[config.mk]
export PLATFORM = sky130hd
export DESIGN_NAME = best_display_by_coverage_core
export DESIGN_NICKNAME = d
export VERILOG_FILES = /design/src/hdl/bdc_pkg.sv /design/src/hdl/bdc_lane.sv /design/src/hdl/best_display_by_coverage_core.sv
export VERILOG_INCLUDE_DIRS = /design/src /design/src/hdl
export SDC_FILE = /design/constraint.sdc
export NUM_CORES = 2
export LEC_CHECK = 0
export ABC_CLOCK_PERIOD_IN_PS = 26200
export BUFFER_PORTS_ARGS = -buffer_cell sky130_fd_sc_hd__buf_4
export CAP_MARGIN = 20
export CORE_ASPECT_RATIO = 0.75
export CORE_UTILIZATION = 55
export CTS_BUF_LIST = sky130_fd_sc_hd__clkbuf_8
export CTS_CLUSTER_DIAMETER = 30
export CTS_CLUSTER_SIZE = 28
export DETAILED_ROUTE_END_ITERATION = 8
export PLACE_DENSITY = 0.71
export SLEW_MARGIN = 5
export SYNTH_ARGS = -nofsm -noshare
export SYNTH_HDL_FRONTEND = slang
export SYNTH_SLANG_ARGS = --single-unit
[constraint.sdc]
create_clock -name clk -period 26.2 [get_ports clk]
set_input_delay 3.93 -clock clk [delete_from_list [all_inputs] [get_ports clk]]
set_output_delay 3.93 -clock clk [all_outputs]
set_load 0.02 [all_outputs]
[src/hdl/assert_macros.svh]
// Assertion macros used by the RTL of the coverage selector.
// Define ASSERT_OFF to compile every check away.
`ifndef ASSERT_MACROS_SVH
`define ASSERT_MACROS_SVH

`ifndef ASSERT_OFF

// Clocked property check, disabled while reset is high.
`define ASSERT_CLK(label, clk, rst, prop) \
  label: assert property (@(posedge clk) disable iff (rst) (prop)) \
    else $error("assertion failed");

// Condition that must never be true at a clock edge outside reset.
`define ASSERT_NEVER(label, clk, rst, expr) \
  label: assert property (@(posedge clk) disable iff (rst) !(expr)) \
    else $error("forbidden condition seen");

`else

`define ASSERT_CLK(label, clk, rst, prop)
`define ASSERT_NEVER(label, clk, rst, expr)

`endif

`endif

[src/hdl/bdc_pkg.sv]
// Package for the best-display-by-coverage selector: payload types,
// register indexes and the candidate compare function. No dependencies.
`timescale 1ns / 1ps

package bdc_pkg;

  localparam int MAX_CRTC    = 4;
  localparam int IDX_W       = 2;
  localparam int COORD_W     = 16;
  localparam int EDGE_W      = 18;
  localparam int AREA_W      = 32;
  localparam int CFG_INDEX_W = 8;
  localparam int CFG_DATA_W  = 64;
  localparam int PRIMARY_W   = 3;

  localparam logic [CFG_INDEX_W-1:0] REG_GEOM_0  = 8'd0;
  localparam logic [CFG_INDEX_W-1:0] REG_ENABLED = 8'd4;
  localparam logic [CFG_INDEX_W-1:0] REG_POWERED = 8'd5;
  localparam logic [CFG_INDEX_W-1:0] REG_PRIMARY = 8'd6;
  localparam logic [CFG_INDEX_W-1:0] REG_OWNED   = 8'd7;

  localparam logic [PRIMARY_W-1:0] PRIMARY_NONE = 3'd4;

  typedef struct packed {
    logic signed [COORD_W-1:0] rect_left;
    logic signed [COORD_W-1:0] rect_right;
    logic signed [COORD_W-1:0] rect_top;
    logic signed [COORD_W-1:0] rect_bottom;
  } bdc_in_t;

  typedef struct packed {
    logic             found;
    logic [IDX_W-1:0] chosen_index;
  } bdc_out_t;

  // Layout of one geometry register: height on top, x at the bottom.
  typedef struct packed {
    logic        [COORD_W-1:0] height;
    logic        [COORD_W-1:0] width;
    logic signed [COORD_W-1:0] y;
    logic signed [COORD_W-1:0] x;
  } bdc_geom_t;

  typedef struct packed {
    logic cand;
    logic prim;
    logic enabled;
  } bdc_lane_ctl_t;

  typedef struct packed {
    logic              ok;
    logic              prim;
    logic [AREA_W-1:0] area;
    logic [IDX_W-1:0]  idx;
  } bdc_cand_t;

  // True when a (lower controller index) wins over b. Ties go to the
  // earlier controller unless the later one is the primary.
  function automatic logic bdc_beats(bdc_cand_t a, bdc_cand_t b);
    logic win;
    if (!a.ok) begin
      win = 1'b0;
    end else if (!b.ok) begin
      win = 1'b1;
    end else if (a.area != b.area) begin
      win = (a.area > b.area);
    end else begin
      win = a.prim || !b.prim;
    end
    return win;
  endfunction

endpackage

[src/hdl/bdc_lane.sv]
// One controller lane of the coverage selector: box edges, overlap spans
// and overlap area over three register stages. Depends on bdc_pkg.
`timescale 1ns / 1ps

module bdc_lane #(
  parameter int LANE = 0
) (
  input  logic                  clk,
  input  logic                  en,
  input  bdc_pkg::bdc_in_t      rect,
  input  bdc_pkg::bdc_geom_t    geom,
  input  bdc_pkg::bdc_lane_ctl_t ctl,
  output bdc_pkg::bdc_cand_t    cand
);
  import bdc_pkg::*;

  logic signed [EDGE_W-1:0] bx1, bx2, by1, by2, wid, hgt;
  logic signed [EDGE_W-1:0] rl, rr, rt, rb;
  logic signed [EDGE_W-1:0] ix1, ix2, iy1, iy2;
  logic signed [EDGE_W-1:0] s1_ix1, s1_ix2, s1_iy1, s1_iy2;
  bdc_lane_ctl_t            s1_ctl, s2_ctl;
  logic signed [EDGE_W-1:0] dx, dy;
  logic [COORD_W-1:0]       s2_w, s2_h;
  logic [AREA_W-1:0]        prod;

  // Stage 1: clip the controller box against the rectangle.
  always_comb begin
    wid = EDGE_W'(signed'({2'b00, geom.width}));
    hgt = EDGE_W'(signed'({2'b00, geom.height}));
    bx1 = ctl.enabled ? EDGE_W'(geom.x) : '0;
    by1 = ctl.enabled ? EDGE_W'(geom.y) : '0;
    bx2 = ctl.enabled ? bx1 + wid : '0;
    by2 = ctl.enabled ? by1 + hgt : '0;
    rl  = EDGE_W'(rect.rect_left);
    rr  = EDGE_W'(rect.rect_right);
    rt  = EDGE_W'(rect.rect_top);
    rb  = EDGE_W'(rect.rect_bottom);
    ix1 = (bx1 > rl) ? bx1 : rl;
    ix2 = (bx2 < rr) ? bx2 : rr;
    iy1 = (by1 > rt) ? by1 : rt;
    iy2 = (by2 < rb) ? by2 : rb;
  end

  always_ff @(posedge clk) begin
    if (en) begin
      s1_ix1 <= ix1;
      s1_ix2 <= ix2;
      s1_iy1 <= iy1;
      s1_iy2 <= iy2;
      s1_ctl <= ctl;
    end
  end

  // Stage 2: spans of the overlap, zero where the overlap is empty.
  // A positive span never exceeds 16 bits.
  assign dx = s1_ix2 - s1_ix1;
  assign dy = s1_iy2 - s1_iy1;

  always_ff @(posedge clk) begin
    if (en) begin
      s2_w   <= (dx > 0) ? dx[COORD_W-1:0] : '0;
      s2_h   <= (dy > 0) ? dy[COORD_W-1:0] : '0;
      s2_ctl <= s1_ctl;
    end
  end

  // Stage 3: overlap area.
  assign prod = AREA_W'(s2_w) * AREA_W'(s2_h);

  always_ff @(posedge clk) begin
    if (en) begin
      cand.ok   <= s2_ctl.cand;
      cand.prim <= s2_ctl.prim;
      cand.area <= prod;
      cand.idx  <= IDX_W'(LANE);
    end
  end

endmodule

[src/hdl/best_display_by_coverage_core.sv]
// Channel   Handshake               Payload
// rect      rect_valid/rect_stall   bdc_in_t  (four signed 16-bit edges)
// result    result_valid/result_stall bdc_out_t (found, chosen_index)
// cfg       cfg_valid/cfg_ready     cfg_index, cfg_data (64 bits)
//
// One rectangle is taken every cycle unless the result is stalled; its result
// reaches the result port through the five pipeline registers (clip, span,
// multiply, pair compare, final compare), the first loaded at the transfer edge.
// Reset is synchronous and clears the valid bits and the configuration
// registers. A stalled result freezes the whole pipeline and stalls the rect
// channel in the same cycle. Depends on bdc_pkg, bdc_lane.
`timescale 1ns / 1ps
`include "assert_macros.svh"

module best_display_by_coverage_core #(
  parameter int CRTC_COUNT = 4
) (
  input  logic                             clk,
  input  logic                             rst,
  input  logic                             rect_valid,
  output logic                             rect_stall,
  input  bdc_pkg::bdc_in_t                 rect,
  output logic                             result_valid,
  input  logic                             result_stall,
  output bdc_pkg::bdc_out_t                result,
  input  logic                             cfg_valid,
  output logic                             cfg_ready,
  input  logic [bdc_pkg::CFG_INDEX_W-1:0]  cfg_index,
  input  logic [bdc_pkg::CFG_DATA_W-1:0]   cfg_data
);
  import bdc_pkg::*;

  bdc_geom_t              geom_q [CRTC_COUNT];
  logic [MAX_CRTC-1:0]    enabled_q, powered_q;
  logic [PRIMARY_W-1:0]   primary_q;
  logic                   owned_q;

  logic                   advance;
  logic                   v1, v2, v3, v4;
  bdc_cand_t              cand_s3 [MAX_CRTC];
  bdc_cand_t              w01, w23, win;
  logic                   found_next;

  assign cfg_ready  = 1'b1;
  assign advance    = !(result_valid && result_stall);
  assign rect_stall = !advance;

  always_ff @(posedge clk) begin
    if (rst) begin
      for (int c = 0; c < CRTC_COUNT; c++) begin
        geom_q[c] <= '0;
      end
      enabled_q <= '0;
      powered_q <= '0;
      primary_q <= PRIMARY_NONE;
      owned_q   <= 1'b0;
    end else if (cfg_valid) begin
      for (int c = 0; c < CRTC_COUNT; c++) begin
        if (cfg_index == REG_GEOM_0 + CFG_INDEX_W'(c)) begin
          geom_q[c] <= bdc_geom_t'(cfg_data);
        end
      end
      case (cfg_index)
        REG_ENABLED: enabled_q <= cfg_data[MAX_CRTC-1:0];
        REG_POWERED: powered_q <= cfg_data[MAX_CRTC-1:0];
        REG_PRIMARY: primary_q <= cfg_data[PRIMARY_W-1:0];
        REG_OWNED:   owned_q   <= cfg_data[0];
        default: ;
      endcase
    end
  end

  generate
    for (genvar c = 0; c < MAX_CRTC; c++) begin : g_lane
      if (c < CRTC_COUNT) begin : g_on
        bdc_lane_ctl_t ctl;
        assign ctl.cand    = owned_q && powered_q[c];
        assign ctl.prim    = (primary_q == PRIMARY_W'(c));
        assign ctl.enabled = enabled_q[c];
        bdc_lane #(.LANE(c)) u_lane (
          .clk  (clk),
          .en   (advance),
          .rect (rect),
          .geom (geom_q[c]),
          .ctl  (ctl),
          .cand (cand_s3[c])
        );
      end else begin : g_off
        assign cand_s3[c] = '0;
      end
    end
  endgenerate

  // Valid bits follow the lane stages; the whole pipe moves together.
  always_ff @(posedge clk) begin
    if (rst) begin
      v1           <= 1'b0;
      v2           <= 1'b0;
      v3           <= 1'b0;
      v4           <= 1'b0;
      result_valid <= 1'b0;
    end else if (advance) begin
      v1           <= rect_valid;
      v2           <= v1;
      v3           <= v2;
      v4           <= v3;
      result_valid <= v4;
    end
  end

  // Stage 4: pairwise winners.
  always_ff @(posedge clk) begin
    if (advance) begin
      w01 <= bdc_beats(cand_s3[0], cand_s3[1]) ? cand_s3[0] : cand_s3[1];
      w23 <= bdc_beats(cand_s3[2], cand_s3[3]) ? cand_s3[2] : cand_s3[3];
    end
  end

  // Stage 5: final winner. A zero area counts only for the primary.
  assign win        = bdc_beats(w01, w23) ? w01 : w23;
  assign found_next = win.ok && ((win.area != '0) || win.prim);

  always_ff @(posedge clk) begin
    if (advance) begin
      result.found        <= found_next;
      result.chosen_index <= found_next ? win.idx : '0;
    end
  end

  `ASSERT_CLK(a_pipe_moves, clk, rst, (v3 && advance) |=> v4)
  `ASSERT_CLK(a_idle_index, clk, rst,
              (result_valid && !result.found) |-> (result.chosen_index == '0))
  `ASSERT_NEVER(a_index_range, clk, rst,
                result_valid && result.found && (int'(result.chosen_index) >= CRTC_COUNT))

endmodule
# Yosys cells after proc, flatten, opt, wreduce, memory -nomap -nowiden
# Memory sizes are Yosys's and may differ from the RTL's.
# Index checks and enable logic that the tools add are counted.
# totals
ram_bits	256
rom_bits	0
register_bits	660
input_bits	141
n_memories	1
output_inout_bits	6
latch_bits	0
# classes
n_mux	68
reduce_logical	20
eq_ne	13
n_mul	4
div_mod_pow	0
bitwise_logic	4
magnitude_cmp	27
addsub	16
n_shift	0
# mem_list
name	words	word_bits	read_ports	rd_clocked_by_memory_dff	wr	line	source
geom_q	4	64	4	0	4	best_display_by_coverage_core.sv:33	bdc_geom_t geom_q [CRTC_COUNT];
# ops
operator	n
two-way mux 18 bit	32
two-way mux 64 bit	4
adder 18 x 16 -> 18 bit	8
> comparator 18 x 1 -> 1 bit (second input constant)	8
> comparator 18 x 16 -> 1 bit	8
less-than comparator 18 x 16 -> 1 bit	8
subtractor 18 bit	8
multiplier 16 x 16 -> 32 bit	4
two-way mux 36 bit	3
> comparator 32 bit	3
inequality test 32 bit	3
equality test 8 x 3 -> 1 bit (second input constant)	4
nonzero test 32 bit	1
two-way mux 1 bit	29
equality test 8 x 2 -> 1 bit (second input constant)	2
equality test 8 x 1 -> 1 bit (second input constant)	1
zero test 8 bit	1
AND reduction 2 bit	4
equality test 3 x 2 -> 1 bit (second input constant)	2
logical AND 1 bit	6
logical OR 1 bit	4
bitwise OR 1 bit	4
equality test 3 x 1 -> 1 bit (second input constant)	1
zero test 1 bit	3
zero test 3 bit	1

# Depth between registers and ports, before layout
# logic_depth
ltp_word	9
depth_mapped	24
mapped_depth_nobuf	23

# Modules after synthesis
# Synthesis repeated with hierarchy kept, for this count alone.
# unflattened
cells_unflattened	9058
area_unflattened_um2	90349.2
# modules_own_cells
mod	seq_area_each_um2	cells_per_inst	area_each_um2	n_inst
bdc_lane at g_lane[3].g_on.u_lane	4144.0	1956	18723.0	1
bdc_lane at g_lane[2].g_on.u_lane	4144.0	1975	18632.9	1
bdc_lane at g_lane[0].g_on.u_lane	4144.0	1951	18570.3	1
bdc_lane at g_lane[1].g_on.u_lane	4144.0	1998	18445.2	1
best_display_by_coverage_core	10279.9	1178	15977.8	1

# Worst setup path before layout
# OpenSTA, ideal clock, no wires.
# synth_path
path_kind	input to output
from	input result_stall
to	output rect_stall
setup_slack_ns	1.976
required_ns	22.270
stages	2
n_path_buf	0
arrival_time_ns	20.294
cell_sequence	nand2_1 inv_1
# synth_via
elab_chain_cells	1
# synth_lines
item	line	source
start, declared	best_display_by_coverage_core.sv:24	input logic result_stall,
logical AND 1 bit	best_display_by_coverage_core.sv:45	assign advance = !(result_valid && result_stall);
end, declared	best_display_by_coverage_core.sv:21	output logic rect_stall,
# Every way passes these cells.

# Worst setup path after layout
# Ends and elaborated chain as after synthesis.

==> summary.md <==
| Metric | Value |
|---|---|
| Outcome | `complete, no violations` |
| Routed len/inst | `23.2 um` |
| Initial DRC count | `5932` |
| Crit path launch type | `primary input` |
| Global-route met1 utilization | `46.5%` |
| Endpoints failing setup | `0` |
| Worst Hold End | `g_lane[0].g_on.u_lane.cand[35]` |
| Syn avg cell area | `10.3 um^2` |
| Max-Cap Viols | `0` |
| Avg Vias per Cell | `5.83` |
| Grt met2 use | `47.4%` |
| Vias after detailed routing | `64700` |
| Cells after DPL | `10700` |
| Power density over the cells | `95.2 mW/mm^2` |
| FMAX | `110 MHz` |
| Primary FF master, synth | `edfxtp_1` |
| Die X | `465 um` |
| Endpoint type of the worst setup path | `primary output` |
| Worst R2R Start | `g_lane[3].g_on.u_lane.s2_w[6]` |
| Worst Tran Pin Value | `1.11 ns` |
| Hold wc startpoint | `g_lane[0].g_on.u_lane.s2_ctl[2]` |
| WHS Path Cells | `0` |
| Most common cell in the synthesized netlist | `inv_1` |
| Fillers | `13200` |
| Tcrit/Tclk final | `34.8%` |
| Pleak | `45.6 nW` |
| Starting Density | `55.4%` |
| Largest net degree at the start of global routing | `80` |
| First-pass GRT wire length | `390000 um` |
| Layout cells sized above 1 | `10.0%` |
| Core Util, Final | `60.3%` |
| Critical path type | `in -> out` |
| H-tree depth | `4` |
| Synth cell types | `97` |
| Number of top-level pins | `147` |
| Slew Viols, Final | `0` |
| #FFs+latches synth | `898` |
| Area Overhead vs Synth | `8.90%` |
| YS warnings | `0` |
| GR Util All Layers | `31.9%` |
| Residual DRC | `0` |
| Max clock buf depth | `3` |
| Worst-path clk slew | `0.07 ns` |
| FFs w/ async S/R, synth | `0%` |
| Hold Buf Count CTS | `0` |
| Initial antenna violation count | `17` |
| Highest ir drop seen on vdd | `0.113 mV` |
| Die height | `349 um` |
| Final setup skew | `0.0675 ns` |
| Routed WL | `258000 um` |
| Max FO, Critical Path | `62` |
| Setup TNS Final | `0 ns` |
| Max transition margin | `25.7%` |
| Placer congestion estimate | `0.979` |
| Post-Syn Instances | `8636` |
| Critical path arrival | `5.18 ns` |
| Clk_lat worst skew | `0.97 ns` |
| Row cnt | `127` |
| R2R Setup Slk | `19.10 ns` |
| Post-CTS Setup Inserts | `0` |
| Mapped Area | `0.0885 mm^2` |
| Nets | `10800` |
| Top post-synthesis cells by area | `edfxtp_1, fa_1, ha_1` |
| Most common library cells after synthesis | `inv_1, ha_1, and2_1, edfxtp_1, fa_1` |
| Hold Vio Cnt, Final | `0` |
| GRT busiest layer | `met2` |
| Hold Path Class | `reg -> reg` |
| Final worst path period need | `9.11 ns` |
| Hpwl dp | `204000 um` |
| WHS | `0.421 ns` |
| Total gr overflow | `0` |
| R2r worst-path depth | `20` |
| WP data required | `22.27 ns` |
| Met3 Track Usage GR | `6.07%` |
| Vias in the first global route | `65300` |
| Die ar. | `0.163 mm^2` |
| Clock root buffer | `clkbuf_8` |
| Synth top area share | `29.9%` |
| Port bufs | `145` |
| Post-cts gate resize count | `0` |
| 1st-pass router iterations | `6` |
| Number of buffers created by CTS | `184` |
| Routed Antenna Nets | `0` |
| Post-synth EDFFs | `881` |
| Post-synthesis sequential area ratio | `30.3%` |
| Syn_nets | `10600` |
| Area leader, netlist | `edfxtp_1` |
| Core area | `0.160 mm^2` |
| CTS tree | `yes` |
| Post-Layout Cell Count | `11100` |
| Reg-to-reg endpoint | `g_lane[3].g_on.u_lane.cand[31]` |
| Clock sink count | `898` |
| RSZ-0062 raised after global routing | `no` |
[critical path, stage by stage]
cell and delay [ns]:
buf_4 0.12, nand2_4 0.64, inv_1 0.26, buf_4 0.24
[flip-flops by register name, indices dropped and copies added, names as in the netlist]
name,count
geom_q,256
g_lane.g_on.u_lane.cand,136
g_lane.g_on.u_lane.s1_ix2,72
g_lane.g_on.u_lane.s1_iy2,72
g_lane.g_on.u_lane.s1_ix1,64
g_lane.g_on.u_lane.s1_iy1,64
g_lane.g_on.u_lane.s2_h,64
g_lane.g_on.u_lane.s2_w,64
w01,35
w23,35
g_lane.g_on.u_lane.s1_ctl,8
g_lane.g_on.u_lane.s2_ctl,8
enabled_q,4
powered_q,4
primary_q,3
result,3
owned_q,1
result_valid,1
v1,1
v2,1
v3,1
v4,1
[routing by layer]
layer,vias to the layer above,wire length (um)
li1,29400,-
met1,31900,115000
met2,2866,109000
met3,493,24600
met4,6,9060
met5,-,40
[logic make-up after synthesis]
| group | Yosys count | synth area share, % |
|---|---|---|
| simple gates | 2579 | 14.8 |
| fa+ha+maj | 1840 | 32.7 |
| buf+inv | 1515 | 6.49 |
| compound gates | 1197 | 8.78 |
| flops | 898 | 30.3 |
| mux | 316 | 4.03 |
| xor+xnor | 290 | 2.88 |
| other cells | 1 | 0.00424 |
[layout by cell type, fill, tap and decap left out, drive strengths merged, types with 17 or more instances in the layout]
master    count
and3         34
xnor2       176
o211ai       26
nor3         86
a21oi       355
nor2b        78
clkbuf      185
o31ai        23
a211o        21
dfxtp        17
inv        1334
fa          792
o21ai       257
nand3        76
clkinv       61
nand4        60
mux2        291
nand2b       69
nor4         31
buf         200
clkinvlp     23
a21o        165
xor2        114
edfxtp      881
nor2        407
o21bai       25
a2111oi      18
mux2i        25
ha         1048
bufinv       26
and2        890
nand2       767
o21a         73
a31oi        33
a211oi       69
[where the power goes]
part	switching, mW	internal [mW]	leakage [nW]
combinational	2.88	2.05	33.7
clock	0.785	0.977	2.21
sequential	0.470	2.01	9.75
[how the worst max path moves through the flow]
stage	start	end	depth (start not counted)
after floorplan	result_stall	rect_stall	2
after global placement	result_stall	rect_stall	4
after detailed placement	result_stall	rect_stall	4
after CTS	result_stall	rect_stall	4
after global routing	result_stall	rect_stall	4
final	result_stall	rect_stall	4
[cell type report]
type	count	area, um^2	area share, %
Antenna cell	10	25.0	0.0260
Sequential cell	898	26800	27.8
Clock buffer	185	2550	2.64
Multi-Input combinational cell	6223	56100	58.1
Clock inverter	160	1920	2.00
Tap cell	2128	2660	2.76
Inverter	1284	4820	5.00
Timing Repair Buffer	201	1570	1.63
[metrics by stage]
stage	instance area [um^2]	setup WS [ns]	power (mW)
after detailed placement	91800	17.06	7.38
after CTS	96300	17.05	9.18
final	96400	17.09	9.18
after floorplan	88500	1.98	5.86
after global routing	96400	16.95	9.93
after global placement	91800	17.09	7.23
Power figures use the tool's default switching activity.
